**src/hdl/deq_pkg.sv**
```systemverilog
package deq_pkg;

	localparam int DEQ_DEPTH      = 16;
	localparam int DEQ_DATA_WIDTH = 8;
	localparam int OP_W           = 3;
	localparam int STATUS_W       = 2;

	typedef enum logic [OP_W-1:0] {
		OP_PUSH_FRONT = 3'd0,
		OP_PUSH_REAR  = 3'd1,
		OP_POP_FRONT  = 3'd2,
		OP_POP_REAR   = 3'd3,
		OP_PEEK_FRONT = 3'd4,
		OP_PEEK_REAR  = 3'd5
	} op_t;

	typedef enum logic [STATUS_W-1:0] {
		STATUS_OK    = 2'd0,
		STATUS_EMPTY = 2'd1,
		STATUS_FULL  = 2'd2
	} status_t;

	typedef enum logic {
		ST_IDLE,
		ST_RESP
	} ctrl_state_t;

	// controller -> datapath
	typedef struct packed {
		logic accept;    // request transfer this cycle: execute it
		logic load_out;  // move pending result into the output register
	} deq_cmd_t;

	// datapath -> controller
	typedef struct packed {
		logic out_free;  // output register empty or being drained
	} deq_sts_t;

endpackage

```
**src/hdl/deq_req_if.sv**
```systemverilog
interface deq_req_if #(
	parameter int DATA_WIDTH = 8
);
	logic                  valid;
	logic                  ready;
	logic [2:0]            operation;
	logic [DATA_WIDTH-1:0] push_value;

	modport source (output valid, output operation, output push_value, input ready);
	modport sink   (input valid, input operation, input push_value, output ready);
endinterface

```
**src/hdl/deq_rsp_if.sv**
```systemverilog
interface deq_rsp_if #(
	parameter int DATA_WIDTH = 8,
	parameter int CNT_W      = 5
);
	logic                  valid;
	logic                  ready;
	logic [DATA_WIDTH-1:0] read_value;
	logic [1:0]            status;
	logic [CNT_W-1:0]      occupancy;

	modport source (output valid, output read_value, output status, output occupancy,
		input ready);
	modport sink   (input valid, input read_value, input status, input occupancy,
		output ready);
endinterface

```
**src/hdl/deq_ctrl.sv**
```systemverilog
module deq_ctrl (
	input  logic              clk,
	input  logic              arst_n,
	input  logic              req_valid,
	output logic              req_ready,
	input  deq_pkg::deq_sts_t sts,
	output deq_pkg::deq_cmd_t cmd
);
	import deq_pkg::*;

	ctrl_state_t state_q;
	ctrl_state_t state_d;

	always_ff @(posedge clk or negedge arst_n) begin
		if (!arst_n) begin
			state_q <= ST_IDLE;
		end else begin
			state_q <= state_d;
		end
	end

	always_comb begin
		state_d      = state_q;
		req_ready    = 1'b0;
		cmd.accept   = 1'b0;
		cmd.load_out = 1'b0;
		case (state_q)
			ST_IDLE: begin
				req_ready  = 1'b1;
				cmd.accept = req_valid;
				if (req_valid) begin
					state_d = ST_RESP;
				end
			end
			ST_RESP: begin
				// memory read data is ready now; wait for a free output slot
				cmd.load_out = sts.out_free;
				if (sts.out_free) begin
					state_d = ST_IDLE;
				end
			end
			default: begin
				state_d = ST_IDLE;
			end
		endcase
	end

	a_no_accept_while_busy: assert property (@(posedge clk) disable iff (!arst_n)
		cmd.accept |=> !cmd.accept)
		else $error("deq_ctrl: accepted two requests in consecutive cycles");

	a_resp_holds: assert property (@(posedge clk) disable iff (!arst_n)
		(state_q == ST_RESP) && !sts.out_free |=> (state_q == ST_RESP))
		else $error("deq_ctrl: result left pending state without being loaded");

	a_load_only_pending: assert property (@(posedge clk) disable iff (!arst_n)
		cmd.load_out |-> (state_q == ST_RESP))
		else $error("deq_ctrl: output loaded with no result pending");

endmodule

```
**src/hdl/deq_dpath.sv**
```systemverilog
module deq_dpath #(
	parameter int DEPTH      = deq_pkg::DEQ_DEPTH,
	parameter int DATA_WIDTH = deq_pkg::DEQ_DATA_WIDTH,
	parameter int CNT_W      = $clog2(DEPTH + 1)
) (
	input  logic                    clk,
	input  logic                    arst_n,
	input  deq_pkg::deq_cmd_t       cmd,
	output deq_pkg::deq_sts_t       sts,
	input  logic [deq_pkg::OP_W-1:0] req_operation,
	input  logic [DATA_WIDTH-1:0]   req_push_value,
	output logic                    rsp_valid,
	input  logic                    rsp_ready,
	output logic [DATA_WIDTH-1:0]   rsp_read_value,
	output logic [deq_pkg::STATUS_W-1:0] rsp_status,
	output logic [CNT_W-1:0]        rsp_occupancy
);
	import deq_pkg::*;

	localparam int AW = (DEPTH > 1) ? $clog2(DEPTH) : 1;
	localparam int SW = $clog2(2 * DEPTH);

	// circular store
	logic [DATA_WIDTH-1:0] mem [DEPTH];
	logic [DATA_WIDTH-1:0] rdata_q;

	logic [AW-1:0]    front_q;
	logic [CNT_W-1:0] count_q;

	// pending result of the executed request
	logic [STATUS_W-1:0] pend_status_q;
	logic                pend_rd_q;

	// output register
	logic                  out_valid_q;
	logic [DATA_WIDTH-1:0] out_value_q;
	logic [STATUS_W-1:0]   out_status_q;
	logic [CNT_W-1:0]      out_occ_q;

	// next-state and memory control
	logic [AW-1:0]         front_d;
	logic [CNT_W-1:0]      count_d;
	logic                  we;
	logic [AW-1:0]         waddr;
	logic                  re;
	logic [AW-1:0]         raddr;
	logic [STATUS_W-1:0]   status_d;

	logic          full;
	logic          empty;
	logic [AW-1:0] front_dec;
	logic [AW-1:0] front_inc;
	logic [SW-1:0] tail_sum;
	logic [SW-1:0] rear_sum;
	logic [AW-1:0] tail_pos;
	logic [AW-1:0] rear_pos;

	assign full  = (count_q == CNT_W'(DEPTH));
	assign empty = (count_q == '0);

	assign front_dec = (front_q == '0) ? AW'(DEPTH - 1) : front_q - AW'(1);
	assign front_inc = (front_q == AW'(DEPTH - 1)) ? '0 : front_q + AW'(1);

	// tail = first free slot after the rear; rear = last element
	assign tail_sum = SW'(front_q) + SW'(count_q);
	assign rear_sum = tail_sum - SW'(1);
	assign tail_pos = (tail_sum >= SW'(DEPTH)) ? AW'(tail_sum - SW'(DEPTH)) : AW'(tail_sum);
	assign rear_pos = (rear_sum >= SW'(DEPTH)) ? AW'(rear_sum - SW'(DEPTH)) : AW'(rear_sum);

	always_comb begin
		front_d  = front_q;
		count_d  = count_q;
		we       = 1'b0;
		waddr    = front_dec;
		re       = 1'b0;
		raddr    = front_q;
		status_d = STATUS_OK;
		case (req_operation)
			OP_PUSH_FRONT: begin
				if (full) begin
					status_d = STATUS_FULL;
				end else begin
					front_d = front_dec;
					we      = 1'b1;
					waddr   = front_dec;
					count_d = count_q + CNT_W'(1);
				end
			end
			OP_PUSH_REAR: begin
				if (full) begin
					status_d = STATUS_FULL;
				end else begin
					we      = 1'b1;
					waddr   = tail_pos;
					count_d = count_q + CNT_W'(1);
				end
			end
			OP_POP_FRONT: begin
				if (empty) begin
					status_d = STATUS_EMPTY;
				end else begin
					re      = 1'b1;
					raddr   = front_q;
					front_d = front_inc;
					count_d = count_q - CNT_W'(1);
				end
			end
			OP_POP_REAR: begin
				if (empty) begin
					status_d = STATUS_EMPTY;
				end else begin
					re      = 1'b1;
					raddr   = rear_pos;
					count_d = count_q - CNT_W'(1);
				end
			end
			OP_PEEK_FRONT: begin
				if (empty) begin
					status_d = STATUS_EMPTY;
				end else begin
					re    = 1'b1;
					raddr = front_q;
				end
			end
			OP_PEEK_REAR: begin
				if (empty) begin
					status_d = STATUS_EMPTY;
				end else begin
					re    = 1'b1;
					raddr = rear_pos;
				end
			end
			default: begin
				// unused codes: no operation
			end
		endcase
	end

	always_ff @(posedge clk) begin
		if (cmd.accept && we) begin
			mem[waddr] <= req_push_value;
		end
		if (cmd.accept && re) begin
			rdata_q <= mem[raddr];
		end
	end

	always_ff @(posedge clk or negedge arst_n) begin
		if (!arst_n) begin
			front_q <= '0;
			count_q <= '0;
		end else if (cmd.accept) begin
			front_q <= front_d;
			count_q <= count_d;
		end
	end

	always_ff @(posedge clk) begin
		if (cmd.accept) begin
			pend_status_q <= status_d;
			pend_rd_q     <= re;
		end
	end

	always_ff @(posedge clk or negedge arst_n) begin
		if (!arst_n) begin
			out_valid_q <= 1'b0;
		end else if (cmd.load_out) begin
			out_valid_q <= 1'b1;
		end else if (rsp_ready) begin
			out_valid_q <= 1'b0;
		end
	end

	always_ff @(posedge clk) begin
		if (cmd.load_out) begin
			out_value_q  <= pend_rd_q ? rdata_q : '0;
			out_status_q <= pend_status_q;
			out_occ_q    <= count_q;
		end
	end

	assign sts.out_free   = !out_valid_q || rsp_ready;
	assign rsp_valid      = out_valid_q;
	assign rsp_read_value = out_value_q;
	assign rsp_status     = out_status_q;
	assign rsp_occupancy  = out_occ_q;

	a_count_bound: assert property (@(posedge clk) disable iff (!arst_n)
		count_q <= CNT_W'(DEPTH))
		else $error("deq_dpath: element count above depth");

	a_front_bound: assert property (@(posedge clk) disable iff (!arst_n)
		front_q <= AW'(DEPTH - 1))
		else $error("deq_dpath: front index outside store");

	a_full_push_holds: assert property (@(posedge clk) disable iff (!arst_n)
		cmd.accept && full
			&& (req_operation == OP_PUSH_FRONT || req_operation == OP_PUSH_REAR)
		|=> $stable(count_q) && $stable(front_q))
		else $error("deq_dpath: push into a full deque changed state");

	a_error_reads_zero: assert property (@(posedge clk) disable iff (!arst_n)
		out_valid_q && (out_status_q != STATUS_OK) |-> (out_value_q == '0))
		else $error("deq_dpath: error result carries a non-zero element");

endmodule

```
**src/hdl/double_ended_queue_top.sv**
```systemverilog
// Channel  Dir  Payload                                   Transfer when
// req      in   operation[2:0], push_value[DATA_WIDTH-1:0]  req.valid && req.ready
// rsp      out  read_value, status[1:0], occupancy       rsp.valid && rsp.ready
//
// Each request is executed in its transfer cycle against the front index and
// count, which also issues the store access; the ST_RESP state that follows
// picks up the registered read data. The registered store read sets this.
// Reset clears front index, count and the output register; the store is not
// cleared and needs no sweep.
// A stalled rsp holds its result; the next request is taken meanwhile and
// waits in the pending stage until the output register frees.
module double_ended_queue_top #(
	parameter int DEPTH      = deq_pkg::DEQ_DEPTH,
	parameter int DATA_WIDTH = deq_pkg::DEQ_DATA_WIDTH
) (
	input  logic       clk,
	input  logic       arst_n,
	deq_req_if.sink    req,
	deq_rsp_if.source  rsp
);
	import deq_pkg::*;

	localparam int CNT_W = $clog2(DEPTH + 1);

	deq_cmd_t cmd;
	deq_sts_t sts;

	// sequencer: accepts a request, then hands its result on
	deq_ctrl u_ctrl (
		.clk       (clk),
		.arst_n    (arst_n),
		.req_valid (req.valid),
		.req_ready (req.ready),
		.sts       (sts),
		.cmd       (cmd)
	);

	// store, pointers and output register
	deq_dpath #(
		.DEPTH      (DEPTH),
		.DATA_WIDTH (DATA_WIDTH),
		.CNT_W      (CNT_W)
	) u_dpath (
		.clk            (clk),
		.arst_n         (arst_n),
		.cmd            (cmd),
		.sts            (sts),
		.req_operation  (req.operation),
		.req_push_value (req.push_value),
		.rsp_valid      (rsp.valid),
		.rsp_ready      (rsp.ready),
		.rsp_read_value (rsp.read_value),
		.rsp_status     (rsp.status),
		.rsp_occupancy  (rsp.occupancy)
	);

endmodule

```
**src/flat_wrapper.sv**
```systemverilog
// flat-port wrapper written by rule: the top's interface ports become plain ports
module double_ended_queue_top_flat import deq_pkg::*;
#(
	parameter int DEPTH      = deq_pkg::DEQ_DEPTH,
	parameter int DATA_WIDTH = deq_pkg::DEQ_DATA_WIDTH
)
  (clk, arst_n, req_valid, req_operation, req_push_value, req_ready, rsp_valid, rsp_read_value, rsp_status, rsp_occupancy, rsp_ready);
  deq_req_if #(.DATA_WIDTH(DATA_WIDTH)) req_i ();
  deq_rsp_if #(.DATA_WIDTH(DATA_WIDTH), .CNT_W(($clog2(DEQ_DEPTH + 1)))) rsp_i ();
  input  logic clk;
  input  logic arst_n;
  input wire logic [$bits(req_i.valid)-1:0] req_valid;
  input wire logic [$bits(req_i.operation)-1:0] req_operation;
  input wire logic [$bits(req_i.push_value)-1:0] req_push_value;
  output wire logic [$bits(req_i.ready)-1:0] req_ready;
  output wire logic [$bits(rsp_i.valid)-1:0] rsp_valid;
  output wire logic [$bits(rsp_i.read_value)-1:0] rsp_read_value;
  output wire logic [$bits(rsp_i.status)-1:0] rsp_status;
  output wire logic [$bits(rsp_i.occupancy)-1:0] rsp_occupancy;
  input wire logic [$bits(rsp_i.ready)-1:0] rsp_ready;
  assign req_i.valid = req_valid;
  assign req_i.operation = req_operation;
  assign req_i.push_value = req_push_value;
  assign req_ready = req_i.ready;
  assign rsp_valid = rsp_i.valid;
  assign rsp_read_value = rsp_i.read_value;
  assign rsp_status = rsp_i.status;
  assign rsp_occupancy = rsp_i.occupancy;
  assign rsp_i.ready = rsp_ready;
  double_ended_queue_top #(.DEPTH(DEPTH), .DATA_WIDTH(DATA_WIDTH)) u_core (.clk(clk), .arst_n(arst_n), .req(req_i), .rsp(rsp_i));
endmodule
```
**config.mk**
```make
export PLATFORM = sky130hd
export DESIGN_NAME = double_ended_queue_top_flat
export DESIGN_NICKNAME = d
export VERILOG_FILES = /design/src/hdl/deq_pkg.sv /design/src/hdl/deq_req_if.sv /design/src/hdl/deq_rsp_if.sv /design/src/hdl/deq_ctrl.sv /design/src/hdl/deq_dpath.sv /design/src/hdl/double_ended_queue_top.sv /design/src/flat_wrapper.sv
export SDC_FILE = /design/constraint.sdc
export NUM_CORES = 1
export LEC_CHECK = 0
export BUFFER_PORTS_ARGS = -buffer_cell sky130_fd_sc_hd__clkbuf_2
export CORE_ASPECT_RATIO = 1.4
export CORE_UTILIZATION = 60
export DETAILED_ROUTE_END_ITERATION = 8
export PLACE_DENSITY = 0.87
export SETUP_SLACK_MARGIN = 0.1
export SYNTH_ARGS = -nofsm -noshare
export SYNTH_HDL_FRONTEND = slang
export SYNTH_HIERARCHICAL = 1
export SYNTH_SLANG_ARGS = --single-unit
```
**constraint.sdc**
```tcl
create_clock -name clk -period 6.4 [get_ports clk]
set_input_delay 1.28 -clock clk [delete_from_list [all_inputs] [get_ports clk]]
set_output_delay 1.28 -clock clk [all_outputs]
set_load 0.005 [all_outputs]
```
==> PnR_summary.wiki <==
{| class="wikitable"
! Metric !! Value
|-
| Result of the run || complete, no violations
|-
| Via count of the first global-routing pass || 4331
|-
| R2r worst-path depth || 10
|-
| Total negative setup slack || 0 ns
|-
| Total congestion overflow || 0
|-
| Final Skew || 0.01056 ns
|-
| Terminating pin of the worst hold path || u_core/u_dpath/rsp_status[1]
|-
| Total count of hold-check failures in the final report || 0
|-
| Worst stage delay on the critical path || 0.77 ns
|-
| Synth Cell Area || 7030 um^2
|-
| Final slew viol count || 0
|-
| Hold path depth || 0
|-
| Drt first-iter violations || 585
|-
| Achievable Freq || 246.0 MHz
|-
| Worst setup margin || 2.336 ns
|-
| Layout overhead on the synthesized area || 12.80%
|-
| Total DRC errors in the routed layout || 0
|-
| Library cell appearing most often on the critical path || ha_1
|-
| Primary flip-flop cell chosen by synthesis mapping || edfxtp_1
|-
| Least-Margin Pin Slew || 1.033 ns
|-
| Syn_area_per_cell || 14.20 um^2
|-
| Clock tree from TritonCTS || built
|-
| Via density || 6.414
|-
| Worst r2r dst || u_core/u_dpath/rdata_q[1]
|-
| First-pass iteration count of the detailed router || 5
|-
| Clock edge transition at the registers on the reported setup and hold paths || 0.07 ns
|-
| Final weighted congestion in routability-driven placement || 0.7981
|-
| Clock root buffer || clkbuf_16
|-
| Worst setup path category || register to register
|-
| Detail-routed net length per standard cell || 21.88 um
|-
| Number of hold-repair buffers added at the cts stage || 0
|-
| Minimum setup slack after placement || 2.139 ns
|-
| Number of core rows || 46
|-
| Insertion delay to the later sink of the worst-skew pair || 0.43 ns
|-
| Required time of the worst setup path || 6.54 ns
|-
| Net count of the finished layout || 557
|-
| Setup violations, final || 0
|-
| First-pass GRT wire length || 22910 um
|-
| Initial antenna violation count || 1
|-
| Maximum Capacitance Violations || 0
|-
| Number of buffers inserted during clock tree synthesis || 17
|-
| Sort of element at the end of the critical path || register
|-
| GR Util All Layers || 26.13%
|-
| HPWL reported at the end of detailed placement || 9220 um
|-
| DIE HEIGHT || 130.1 um
|-
| Full die area || 12160 um^2
|-
| Starting Density || 61.69%
|-
| Maximum root-to-sink buffer count || 2
|-
| Largest net degree at the start of global routing || 41
|-
| Seq cells post-synth || 165
|-
| Post-synth EDFFs || 154
|-
| RSZ-0062 raised after global routing || false
|-
| Shortest clock period the worst path allows after layout || 4.064 ns
|-
| Share of the yosys chip area belonging to registers || 69.69%
|-
| Number of vias in the routed layout || 4400
|-
| Synth cell types || 48
|-
| VDD IR max || 271.9 uV
|-
| Cell with the largest stage delay on the worst path || mux2i_4
|-
| Max FO, Critical Path || 33
|-
| Final antenna-violating net count || 0
|-
| Setup repair bufs after CTS || 0
|-
| Number of nets produced by synthesis || 524
|-
| Core region area || 11400 um^2
|-
| Leakage component of the power || 2.886 nW
|-
| P per Cell Area || 526.7 nW/um^2
|-
| Remaining max-slew budget at the tightest pin || 30.89%
|-
| Ports || 32
|-
| DIE WIDTH || 93.49 um
|-
| Cell Chain, Critical Path || ha_1 -> fa_1 -> inv_1 -> ha_1 -> xor2_1 -> mux2i_4 -> buf_4 -> a22oi_1 -> a32oi_1 -> o221ai_1
|-
| Maximum level of the CTS H-tree || 4
|-
| Sum of routed wire length over all layers || 15010 um
|-
| Final Util || 69.59%
|-
| Async SR Flop Fraction || 6.667%
|-
| Crit path DAT || 4.21 ns
|-
| Ratio of final minimum period to clock period || 63.50%
|-
| Number of clock sinks || 165
|-
| Count of mapped cells out of synthesis || 495
|-
| Post-cts sizing count || 0
|-
| Class of the tightest hold or removal check || register to register
|-
| Synthesis warning total || 6
|-
| Reg2Reg Setup Slack || 2.34 ns
|-
| Sort of element at the start of the critical path || register
|-
| Worst Min Path Start || u_core/u_dpath/pend_status_q[1]
|-
| I/O Buffers || 31
|-
| Share of final-layout standard cells stronger than drive strength 1 || 14.79%
|-
| Reg2Reg Launch Point || u_core/u_dpath/front_q[0]
|}
-- sequential cells by signal, indices dropped and copies added, names as in the netlist --
name                           count
u_core/u_dpath/count_q             5
u_core/u_dpath/mem               128
u_core/u_dpath/pend_status_q       2
u_core/u_dpath/pend_rd_q           1
u_core/u_dpath/rsp_valid           1
u_core/u_dpath/rdata_q             8
u_core/u_dpath/rsp_occupancy       5
u_core/u_ctrl/state_q              1
u_core/u_dpath/front_q             4
u_core/u_dpath/rsp_status          2
u_core/u_dpath/rsp_read_value      8
-- worst max-delay path, delay by kind of cell (launching register included) --
| kind | cells | cell delay [ns] |
|---|---|---|
| AOI/OAI and AO/OA | 3 | 0.74 |
| xor gates and xnor gates | 1 | 0.18 |
| adders and majority gates | 3 | 1.02 |
| buffers and inverters | 2 | 0.53 |
| DFF | 1 | 0.52 |
| muxes | 1 | 0.77 |
-- logic make-up after synthesis --
group,count (synthesis),share of synthesized area [%]
buffers and inverters,30,2.029
flip-flops,165,69.69
XOR/XNOR,15,2.064
adder cells (fa/ha/maj),14,2.705
multiplexers,33,4.752
AO/OA/AOI/OAI,101,9.788
AND/OR/NAND/NOR,137,8.970
-- per-layer routing --
layer  vias up  wire (um)  part of all wire, %  GRT usage (%)
li1       1935          -                    -              -
met1      2159       5325                   35          29.65
met2       260       8061                   54          46.19
met3        46       1137                  7.6          6.585
met4         0        490                  3.3          12.31
met5         -          0                    0              0
-- synth_stat cells (all sizes together), types with 2 or more instances --
master | instances | area [um^2]
edfxtp | 154 | 4624
nand2 | 70 | 262.8
a21oi | 40 | 204.0
mux2i | 30 | 300.3
nor2 | 24 | 92.59
a22o | 16 | 140.1
ha | 12 | 150.1
o21ai | 12 | 60.05
buf | 11 | 71.32
dfrtp | 11 | 275.3
nand3 | 11 | 55.05
and2 | 10 | 65.06
clkbuf | 10 | 37.54
inv | 9 | 33.78
a22oi | 8 | 60.06
a32oi | 8 | 70.07
o221ai | 8 | 70.07
xnor2 | 8 | 70.07
nand2b | 6 | 37.54
xor2 | 6 | 52.55
a21o | 3 | 22.52
and3 | 3 | 18.77
mux2 | 3 | 33.78
fa | 2 | 40.04
nor3 | 2 | 10.01
nor3b | 2 | 15.01
o211ai | 2 | 28.78
or4 | 2 | 18.77
-- report_power, final --
| group | leakage, nW | switching, W | internal [W] |
|---|---|---|---|
| registers | 1.53 | 0.000104 | 0.00135 |
| logic | 1.07 | 0.00106 | 0.000646 |
| clock network | 0.284 | 0.000428 | 0.000587 |
-- worst max-delay path by stage --
stage,from,to,slack [ns],depth (start not counted)
after floorplan,req_operation[1],u_core/u_dpath/rdata_q[5],3.32,7
after global placement,req_operation[1],u_core/u_dpath/rdata_q[5],2.29,9
after detailed placement,req_operation[1],u_core/u_dpath/rdata_q[2],2.14,9
after CTS,u_core/u_dpath/front_q[0],u_core/u_dpath/rdata_q[1],2.40,10
after global routing,u_core/u_dpath/front_q[0],u_core/u_dpath/rdata_q[1],2.18,10
final,u_core/u_dpath/front_q[0],u_core/u_dpath/rdata_q[1],2.34,10
-- layout make-up --
type	instances	area [um^2]
sequential	165	4900
fill	717	3466
inverter	9	33.78
clock buffer	18	429.2
multi-input combinational	300	2026
clock inverter	14	173.9
antenna	1	2.502
timing repair buffer	35	185.2
tap	144	180.2
-- per-stage QoR --
step | area, um^2 | hold WS, ns | total power [W] | instances
global route | 7928 | 0.4440 | 0.004361 | 685
floorplan | 7030 | 0.4003 | 0.002655 | 495
CTS | 7928 | 0.4306 | 0.004146 | 685
detailed placement | 7325 | 0.4178 | 0.003111 | 653
finish | 7930 | 0.4285 | 0.004176 | 686
global placement | 7325 | 0.4051 | 0.003025 | 653
-- placed cells by master, fill, tap and decap left out, drive strengths merged, types with 4 or more instances in the layout --
cell	n
ha	12
mux2i	30
dfrtp	11
a22oi	8
xor2	6
nand3	11
nor2	24
clkbuf	49
o221ai	8
a22o	16
xnor2	8
nand2b	6
o21ai	12
clkinv	5
nand2	70
edfxtp	154
buf	4
a32oi	8
inv	13
and2	10
a21oi	40
(Power assumes the default switching activity.)
